$ cat config.mk
export PLATFORM = sky130hd
export DESIGN_NAME = matrix4x4_multiply
export DESIGN_NICKNAME = d
export VERILOG_FILES = /design/src/rtl/mm4_pkg.sv /design/src/rtl/mm4_ram.sv /design/src/rtl/mm4_mac.sv /design/src/rtl/matrix4x4_multiply.sv
export SDC_FILE = /design/constraint.sdc
export NUM_CORES = 2
export LEC_CHECK = 0
export BUFFER_PORTS_ARGS = -buffer_cell sky130_fd_sc_hd__buf_2
export CAP_MARGIN = 20
export CORE_MARGIN = 2
export CORE_UTILIZATION = 49
export DETAILED_ROUTE_END_ITERATION = 16
export HOLD_SLACK_MARGIN = 0.02
export SYNTH_ARGS = -nofsm -noshare
export SYNTH_HDL_FRONTEND = slang
export SYNTH_SLANG_ARGS = --single-unit
export TNS_END_PERCENT = 20
$ cat constraint.sdc
create_clock -name clk -period 22.6 [get_ports clk]
set_input_delay 3.39 -clock clk [delete_from_list [all_inputs] [get_ports clk]]
set_output_delay 3.39 -clock clk [all_outputs]
set_load 0.03 [all_outputs]
$ cat src/rtl/mm4_pkg.sv
// Package for the fixed-point 4x4 matrix multiplier: transaction codes, the
// sequencer state type, the control bundle for the MAC unit and the defaults.
// No dependencies.
package mm4_pkg;

  localparam int DIM_DEF  = 4;
  localparam int FRAC_DEF = 16;
  localparam int DATA_W   = 32;

  typedef enum logic [1:0] {
    KIND_LOAD_LEFT  = 2'd0,
    KIND_LOAD_RIGHT = 2'd1,
    KIND_COMPUTE    = 2'd2,
    KIND_UNUSED     = 2'd3
  } kind_t;

  typedef enum logic [1:0] {
    ST_IDLE,
    ST_MAC,
    ST_DRAIN
  } state_t;

  // Operand qualifier handed from the sequencer to the MAC unit.
  typedef struct packed {
    logic vld;
    logic first;
  } mac_ctl_t;

endpackage

$ cat src/rtl/mm4_ram.sv
// Generic single-write, single-read RAM with registered read data.
// No dependencies.
module mm4_ram #(
  parameter int WIDTH = 32,
  parameter int DEPTH = 16
) (
  input  logic                     clk,
  input  logic                     we,
  input  logic [$clog2(DEPTH)-1:0] waddr,
  input  logic [WIDTH-1:0]         wdata,
  input  logic [$clog2(DEPTH)-1:0] raddr,
  output logic [WIDTH-1:0]         rdata
);

  logic [WIDTH-1:0] mem [DEPTH];

  always_ff @(posedge clk) begin
    if (we) begin
      mem[waddr] <= wdata;
    end
    rdata <= mem[raddr];
  end

endmodule

$ cat src/rtl/mm4_mac.sv
// Shared multiply-accumulate unit: registered 32x32 signed product, floor shift
// by the fraction width, wide accumulation and saturation to 32 bits.
// Depends on mm4_pkg.
module mm4_mac
  import mm4_pkg::*;
#(
  parameter int DIM       = DIM_DEF,
  parameter int FRAC_BITS = FRAC_DEF
) (
  input  logic                     clk,
  input  logic                     rst,
  input  mac_ctl_t                 ctl,
  input  logic signed [DATA_W-1:0] a,
  input  logic signed [DATA_W-1:0] b,
  output logic                     busy,
  output logic signed [DATA_W-1:0] result
);

  localparam int PROD_W = 2 * DATA_W;
  localparam int ACC_W  = PROD_W - FRAC_BITS + $clog2(DIM);

  localparam logic signed [ACC_W-1:0] SAT_MAX =
    ACC_W'(signed'({1'b0, {(DATA_W-1){1'b1}}}));
  localparam logic signed [ACC_W-1:0] SAT_MIN =
    ACC_W'(signed'({1'b1, {(DATA_W-1){1'b0}}}));

  logic                     prod_vld;
  logic                     prod_first;
  logic signed [PROD_W-1:0] prod;
  logic signed [PROD_W-1:0] shifted;
  logic signed [ACC_W-1:0]  term;
  logic signed [ACC_W-1:0]  acc;

  always_ff @(posedge clk) begin
    if (rst) begin
      prod_vld   <= 1'b0;
      prod_first <= 1'b0;
    end else begin
      prod_vld   <= ctl.vld;
      prod_first <= ctl.first;
    end
  end

  always_ff @(posedge clk) begin
    prod <= PROD_W'(a) * PROD_W'(b);
    if (prod_vld) begin
      acc <= prod_first ? term : acc + term;
    end
  end

  // Arithmetic shift rounds towards minus infinity.
  assign shifted = prod >>> FRAC_BITS;
  assign term    = ACC_W'(shifted);
  assign busy    = ctl.vld || prod_vld;

  always_comb begin
    if (acc > SAT_MAX) begin
      result = SAT_MAX[DATA_W-1:0];
    end else if (acc < SAT_MIN) begin
      result = SAT_MIN[DATA_W-1:0];
    end else begin
      result = acc[DATA_W-1:0];
    end
  end

endmodule

$ cat src/rtl/matrix4x4_multiply.sv
// Fixed-point DIM x DIM matrix multiplier on one shared MAC unit.
// Load transactions are taken while the sequencer is idle. For each product element
// a compute transaction issues DIM operand reads, passes them through the multiply and
// accumulate stages and hands the sum to the output register, which an output stall
// can hold up. Reset clears both matrices to zero through valid bits.
module matrix4x4_multiply
  import mm4_pkg::*;
#(
  parameter int DIM       = DIM_DEF,
  parameter int FRAC_BITS = FRAC_DEF
) (
  input  logic                     clk,
  input  logic                     rst,
  input  logic                     in_valid,
  output logic                     in_stall,
  input  logic [1:0]               kind,
  input  logic [1:0]               row,
  input  logic [1:0]               col,
  input  logic signed [DATA_W-1:0] value,
  output logic                     out_valid,
  input  logic                     out_stall,
  output logic [1:0]               out_row,
  output logic [1:0]               out_col,
  output logic signed [DATA_W-1:0] product,
  output logic                     last
);

  localparam int CELLS   = DIM * DIM;
  localparam int CELL_AW = $clog2(CELLS);
  localparam int IDX_W   = $clog2(DIM);
  localparam logic [IDX_W-1:0] IDX_LAST = IDX_W'(DIM - 1);

  // Sequencer: i walks product rows, k product columns, j the inner sum.
  state_t             state, state_next;
  logic [IDX_W-1:0]   i, i_next;
  logic [IDX_W-1:0]   k, k_next;
  logic [IDX_W-1:0]   j, j_next;
  logic               issue;
  logic               load_out;

  logic               accept;
  logic               in_range;
  logic               left_we;
  logic               right_we;
  logic [CELL_AW-1:0] waddr;
  logic [CELL_AW-1:0] left_raddr;
  logic [CELL_AW-1:0] right_raddr;
  logic [DATA_W-1:0]  left_rdata;
  logic [DATA_W-1:0]  right_rdata;

  // An entry that has never been written reads as zero, which is its reset value.
  logic [CELLS-1:0]   left_written;
  logic [CELLS-1:0]   right_written;
  logic               left_ok;
  logic               right_ok;

  logic               rd_vld;
  logic               rd_first;
  mac_ctl_t           mac_ctl;
  logic signed [DATA_W-1:0] op_a;
  logic signed [DATA_W-1:0] op_b;
  logic               mac_busy;
  logic signed [DATA_W-1:0] mac_result;

  assign in_stall = (state != ST_IDLE);
  assign accept   = in_valid && !in_stall;
  assign in_range = (32'(row) < DIM) && (32'(col) < DIM);
  assign left_we  = accept && (kind == KIND_LOAD_LEFT) && in_range;
  assign right_we = accept && (kind == KIND_LOAD_RIGHT) && in_range;
  assign waddr    = CELL_AW'(32'(row) * DIM + 32'(col));

  assign left_raddr  = CELL_AW'(32'(i) * DIM + 32'(j));
  assign right_raddr = CELL_AW'(32'(j) * DIM + 32'(k));

  mm4_ram #(
    .WIDTH(DATA_W),
    .DEPTH(CELLS)
  ) u_left_ram (
    .clk  (clk),
    .we   (left_we),
    .waddr(waddr),
    .wdata(value),
    .raddr(left_raddr),
    .rdata(left_rdata)
  );

  mm4_ram #(
    .WIDTH(DATA_W),
    .DEPTH(CELLS)
  ) u_right_ram (
    .clk  (clk),
    .we   (right_we),
    .waddr(waddr),
    .wdata(value),
    .raddr(right_raddr),
    .rdata(right_rdata)
  );

  always_ff @(posedge clk) begin
    if (rst) begin
      left_written  <= '0;
      right_written <= '0;
    end else begin
      if (left_we) begin
        left_written[waddr] <= 1'b1;
      end
      if (right_we) begin
        right_written[waddr] <= 1'b1;
      end
    end
  end

  // The written flags are sampled alongside the RAM read so that they line up
  // with the registered read data.
  always_ff @(posedge clk) begin
    left_ok  <= left_written[left_raddr];
    right_ok <= right_written[right_raddr];
  end

  always_ff @(posedge clk) begin
    if (rst) begin
      rd_vld   <= 1'b0;
      rd_first <= 1'b0;
    end else begin
      rd_vld   <= issue;
      rd_first <= issue && (j == '0);
    end
  end

  assign mac_ctl.vld   = rd_vld;
  assign mac_ctl.first = rd_first;
  assign op_a = left_ok  ? left_rdata  : '0;
  assign op_b = right_ok ? right_rdata : '0;

  mm4_mac #(
    .DIM      (DIM),
    .FRAC_BITS(FRAC_BITS)
  ) u_mac (
    .clk   (clk),
    .rst   (rst),
    .ctl   (mac_ctl),
    .a     (op_a),
    .b     (op_b),
    .busy  (mac_busy),
    .result(mac_result)
  );

  always_ff @(posedge clk) begin
    if (rst) begin
      state <= ST_IDLE;
      i     <= '0;
      k     <= '0;
      j     <= '0;
    end else begin
      state <= state_next;
      i     <= i_next;
      k     <= k_next;
      j     <= j_next;
    end
  end

  // The sequencer issues DIM operand reads per element, waits for the MAC
  // pipeline to empty, then hands the saturated sum over once the output
  // register is free or being emptied in the same cycle.
  always_comb begin
    state_next = state;
    i_next     = i;
    k_next     = k;
    j_next     = j;
    issue      = 1'b0;
    load_out   = 1'b0;
    unique case (state)
      ST_IDLE: begin
        if (in_valid && (kind == KIND_COMPUTE)) begin
          state_next = ST_MAC;
          i_next     = '0;
          k_next     = '0;
          j_next     = '0;
        end
      end
      ST_MAC: begin
        issue = 1'b1;
        if (j == IDX_LAST) begin
          j_next     = '0;
          state_next = ST_DRAIN;
        end else begin
          j_next = j + 1'b1;
        end
      end
      ST_DRAIN: begin
        if (!mac_busy && (!out_valid || !out_stall)) begin
          load_out = 1'b1;
          if (k == IDX_LAST) begin
            k_next = '0;
            if (i == IDX_LAST) begin
              state_next = ST_IDLE;
            end else begin
              i_next     = i + 1'b1;
              state_next = ST_MAC;
            end
          end else begin
            k_next     = k + 1'b1;
            state_next = ST_MAC;
          end
        end
      end
      default: begin
        state_next = ST_IDLE;
      end
    endcase
  end

  // Output register: the final element of a run may still wait here while
  // the block already takes the next load or compute transaction.
  always_ff @(posedge clk) begin
    if (rst) begin
      out_valid <= 1'b0;
    end else if (load_out) begin
      out_valid <= 1'b1;
    end else if (!out_stall) begin
      out_valid <= 1'b0;
    end
  end

  always_ff @(posedge clk) begin
    if (load_out) begin
      out_row <= 2'(i);
      out_col <= 2'(k);
      product <= mac_result;
      last    <= (i == IDX_LAST) && (k == IDX_LAST);
    end
  end

  a_idle_pipe_empty: assert property (@(posedge clk) disable iff (rst)
    (state == ST_IDLE) |-> !mac_busy)
    else $error("MAC pipeline still busy while the sequencer is idle");

  a_run_ends_on_last: assert property (@(posedge clk) disable iff (rst)
    ($past(state) == ST_DRAIN && state == ST_IDLE) |-> (out_valid && last))
    else $error("run finished without presenting its final element");

  a_inner_index_rest: assert property (@(posedge clk) disable iff (rst)
    (state != ST_MAC) |-> (j == '0))
    else $error("inner index not at rest outside the MAC phase");

  a_load_needs_free_out: assert property (@(posedge clk) disable iff (rst)
    load_out |-> (!out_valid || !out_stall))
    else $error("output register overwritten while stalled");

endmodule

==> results by group <==
Outcome
  – Status: finished clean

Min path
  – HP Class: flop to flop
  – Hold Path Origin: i[0]$_SDFFE_PP0P_
  – Hold EP: out_row[0]$_DFFE_PP_
  – Hold depth: 0

STA
  – Final setup violation count: 0
  – Slew headroom: between 20% and 30%
  – Worst slew pin tran: between 1 and 1.5 ns
  – Final hold violations: 0
  – Worst Skew: roughly 0.048 ns
  – Fmax: 107 MHz
  – Final Cycle Share: between 40% and 50%
  – Tmin final: approximately 9.4 ns
  – Setup_tns: 0 ns
  – RSZ-0062 raised after global routing: false
  – Slew Limit Fails: 0

Power and ir drop
  – Worst vdd ir: ~0.074 mV
  – Power Density: roughly 53 nW/um2
  – Lkg Pwr: about 36 nW

Yosys
  – Post-synth top flop: edfxtp_1
  – Async S/R FF share, synth: 0%
  – Post-synth EDFFs: about 1100
  – Gate Count Post-Synth: ~6300
  – Sequential fraction of the synthesis area: around 44%
  – Yosys cell types: 80
  – Yosys top cell area share: between 40% and 50%
  – Syn_area_per_cell: 13.3 um2
  – Yosys Warn Count: 0
  – Synth area leader: edfxtp_1
  – Syn nets: around 7600
  – Synthesized flop and latch total: approximately 1300
  – Top cells by instance count after synthesis: edfxtp_1, fa_1, inv_1
  – Top post-synthesis cells by area: edfxtp_1, fa_1, mux4_2, inv_1, dfxtp_1
  – Top-count cell post-synth: edfxtp_1
  – Netlist Area Pre-Place: 83200 um2

Global routing
  – Met3 global-route usage: 5.68%
  – Met1 global-route usage: roughly a third
  – Overflow after GRT: 0
  – Largest net degree at the start of global routing: 96
  – Vias in the first global route: about 52000
  – First-pass GRT wire length: 333 mm
  – Total Routing Usage GR: around a quarter
  – Met2 global-route usage: between 40 and 50%
  – Initial antenna violation count: 16
  – Global route hottest layer: met2

Place
  – Post-DP HPWL: approximately 150 mm
  – Placed Area: roughly 86000 um2
  – Placed cell count: 8353
  – Gpl congestion: approximately 0.95
  – Port Buf Inserts: 80

Die
  – Num rows: about 150
  – Die Wd: roughly 420 um
  – Die area: 173000 um2
  – Ports: 81
  – Die Ht: approximately 420 um
  – Core Region: ~170000 um2
  – Starting density of the core: 49.2%

Critical path
  – Endpoint kind of the worst setup timing path: flop
  – Worst r2r dst: u_mac.prod[63]$_DFF_P_
  – CP Launch Type: flop
  – Worst Path Max Fanout: 35
  – Worst Path Required: between 20 and 25 ns
  – CP Class: flop to flop
  – R2R Path Start: left_ok$_DFF_P_
  – Crit path DAT: around 10 ns
  – Reg2Reg Setup Slack: between 10 and 15 ns
  – R2r worst-path depth: 26

Routing
  – First DRT Iteration DRCs: 4372
  – WL per Instance: roughly 26 um
  – Via count: 48600
  – Routed vias/inst: 5.65
  – DRT Wirelength: roughly 220 mm
  – Post-route DRC: 0
  – Antenna viol nets, final: 0
  – Drt pass-1 iters: 6

Clocking
  – Max Buffers Root-to-Sink: 3
  – CTS Buf Count: 134
  – Root buffer cell: clkbuf_16
  – Clock-pin slew on the worst setup and hold paths: ~0.060 ns
  – CTS tree: yes
  – Setup Fix Bufs, Post-CTS: 0
  – Clock sink count: 1270
  – Cts-stage hold buffer count: 0
  – H-tree Lvls: 4
  – PostCTS Resize Cnt: 0
  – Latest clock arrival within the worst-skew pair: 0.80 ns

Layout
  – Post-route cell area: ~91000 um2
  – Share of cells above drive strength 1: approximately 12%
  – Layout Nets: roughly 7600
  – Area grow syn2layout: 9.08%
  – Fin cells: 8606

Run
  – Max-Cap Viols: 0
power by group:
group	leakage [nW]	switching (W)	total (W)	internal, W
clock	2.09	0.000942	0.00214	0.00120
combinational	22.5	0.0000771	0.000114	0.0000372
sequential	11.3	0.00000920	0.00257	0.00256
total	35.9	0.00103	0.00483	0.00380
cells by family after synthesis:
logic type / Yosys count / synth area share (%)
AND/OR/NAND/NOR: 1584 / 7.80
AO/OA/AOI/OAI: 359 / 2.92
flip-flops: 1270 / 43.9
multiplexers: 336 / 9.01
XOR/XNOR: 96 / 1.01
buffers and inverters: 1294 / 5.84
adder cells (fa/ha/maj): 1315 / 29.5
how the worst max path moves through the flow:
| stage | start | end | slack [ns] | depth (start not counted) |
|---|---|---|---|---|
| final | left_ok$_DFF_P_ | u_mac.prod[63]$_DFF_P_ | 13.24 | 26 |
| after global routing | left_ok$_DFF_P_ | u_mac.prod[63]$_DFF_P_ | 12.67 | 26 |
| after CTS | left_ok$_DFF_P_ | u_mac.prod[63]$_DFF_P_ | 13.16 | 26 |
| after detailed placement | left_ok$_DFF_P_ | u_mac.prod[63]$_DFF_P_ | 13.16 | 26 |
| after global placement | left_ok$_DFF_P_ | u_mac.prod[63]$_DFF_P_ | 13.31 | 26 |
| after floorplan | left_ok$_DFF_P_ | u_mac.prod[63]$_DFF_P_ | 14.25 | 30 |
flip-flops by register name (all words and copies together) (netlist names), 2 cells and up:
signal	count
u_right_ram.mem	512
u_mac.prod	48
u_left_ram.mem	512
right_written	16
i	2
u_left_ram.rdata	32
out_col	2
j	2
out_row	2
k	2
product	32
u_right_ram.rdata	32
u_mac.acc	50
state	2
left_written	16
layout make-up:
| type | count | area (um2) |
|---|---|---|
| fill | 14000 | 78300 |
| multi-input combinational | 3690 | 42100 |
| sequential | 1270 | 36600 |
| inverter | 981 | 3680 |
| clock buffer | 182 | 3670 |
| tap | 2218 | 2780 |
| timing repair buffer | 196 | 1360 |
| clock inverter | 64 | 642 |
| antenna | 5 | 12.5 |
layer usage:
layer  vias to the layer above  routed length [um]
li1                      20700                   -
met1                     25400               87600
met2                      2052              106000
met3                       438               18900
met4                         2                7930
met5                         -                  13
per-stage QoR:
| step | hold WS [ns] | worst slack [ns] | util, % | total power, W |
|---|---|---|---|---|
| finish | 0.448 | 13.24 | 53.7 | 0.00483 |
| global route | 0.465 | 12.67 | 53.7 | 0.00498 |
| CTS | 0.452 | 13.16 | 53.7 | 0.00488 |
| detailed placement | 0.435 | 13.16 | 51.1 | 0.00273 |
| global placement | 0.437 | 13.31 | 51.1 | 0.00273 |
| floorplan | 0.414 | 14.25 | - | 0.00267 |
cell usage in the layout (no fill, tap or decap), types with 9 or more instances in the layout:
master / instances
a211oi_1: 9
a21o_1: 65
a21oi_1: 87
a31oi_1: 14
and2_1: 57
and3_1: 9
buf_2: 80
buf_4: 111
clkbuf_1: 38
clkbuf_16: 137
clkinv_1: 23
clkinv_2: 21
dfxtp_1: 149
edfxtp_1: 1111
fa_1: 1082
ha_1: 233
inv_1: 979
mux4_2: 330
nand2_1: 613
nand2b_1: 18
nand3_1: 37
nand4_1: 24
nor2_1: 719
nor2_4: 25
nor3_1: 13
o21a_1: 10
o21ai_0: 82
o21bai_1: 13
o31ai_1: 10
xnor2_1: 60
xor2_1: 36
worst max-delay path, cell delays in order, from the launching register on:
cell	delay (ns)
dfxtp_2	0.73
and2_1	0.79
nand2_1	0.28
inv_1	0.16
fa_1	0.39
inv_1	0.23
fa_1	0.46
inv_1	0.20
fa_1	0.49
fa_1	0.99
inv_1	0.41
fa_1	0.59
inv_1	0.05
fa_1	0.55
fa_1	0.43
fa_1	0.46
ha_1	0.37
a21o_1	0.18
a21oi_1	0.22
nand2_1	0.07
a21oi_1	0.20
nor2_1	0.09
o21a_1	0.17
o31a_1	0.16
o21a_1	0.23
a21oi_1	0.18
xnor2_1	0.08
(Power assumes the default switching activity.)
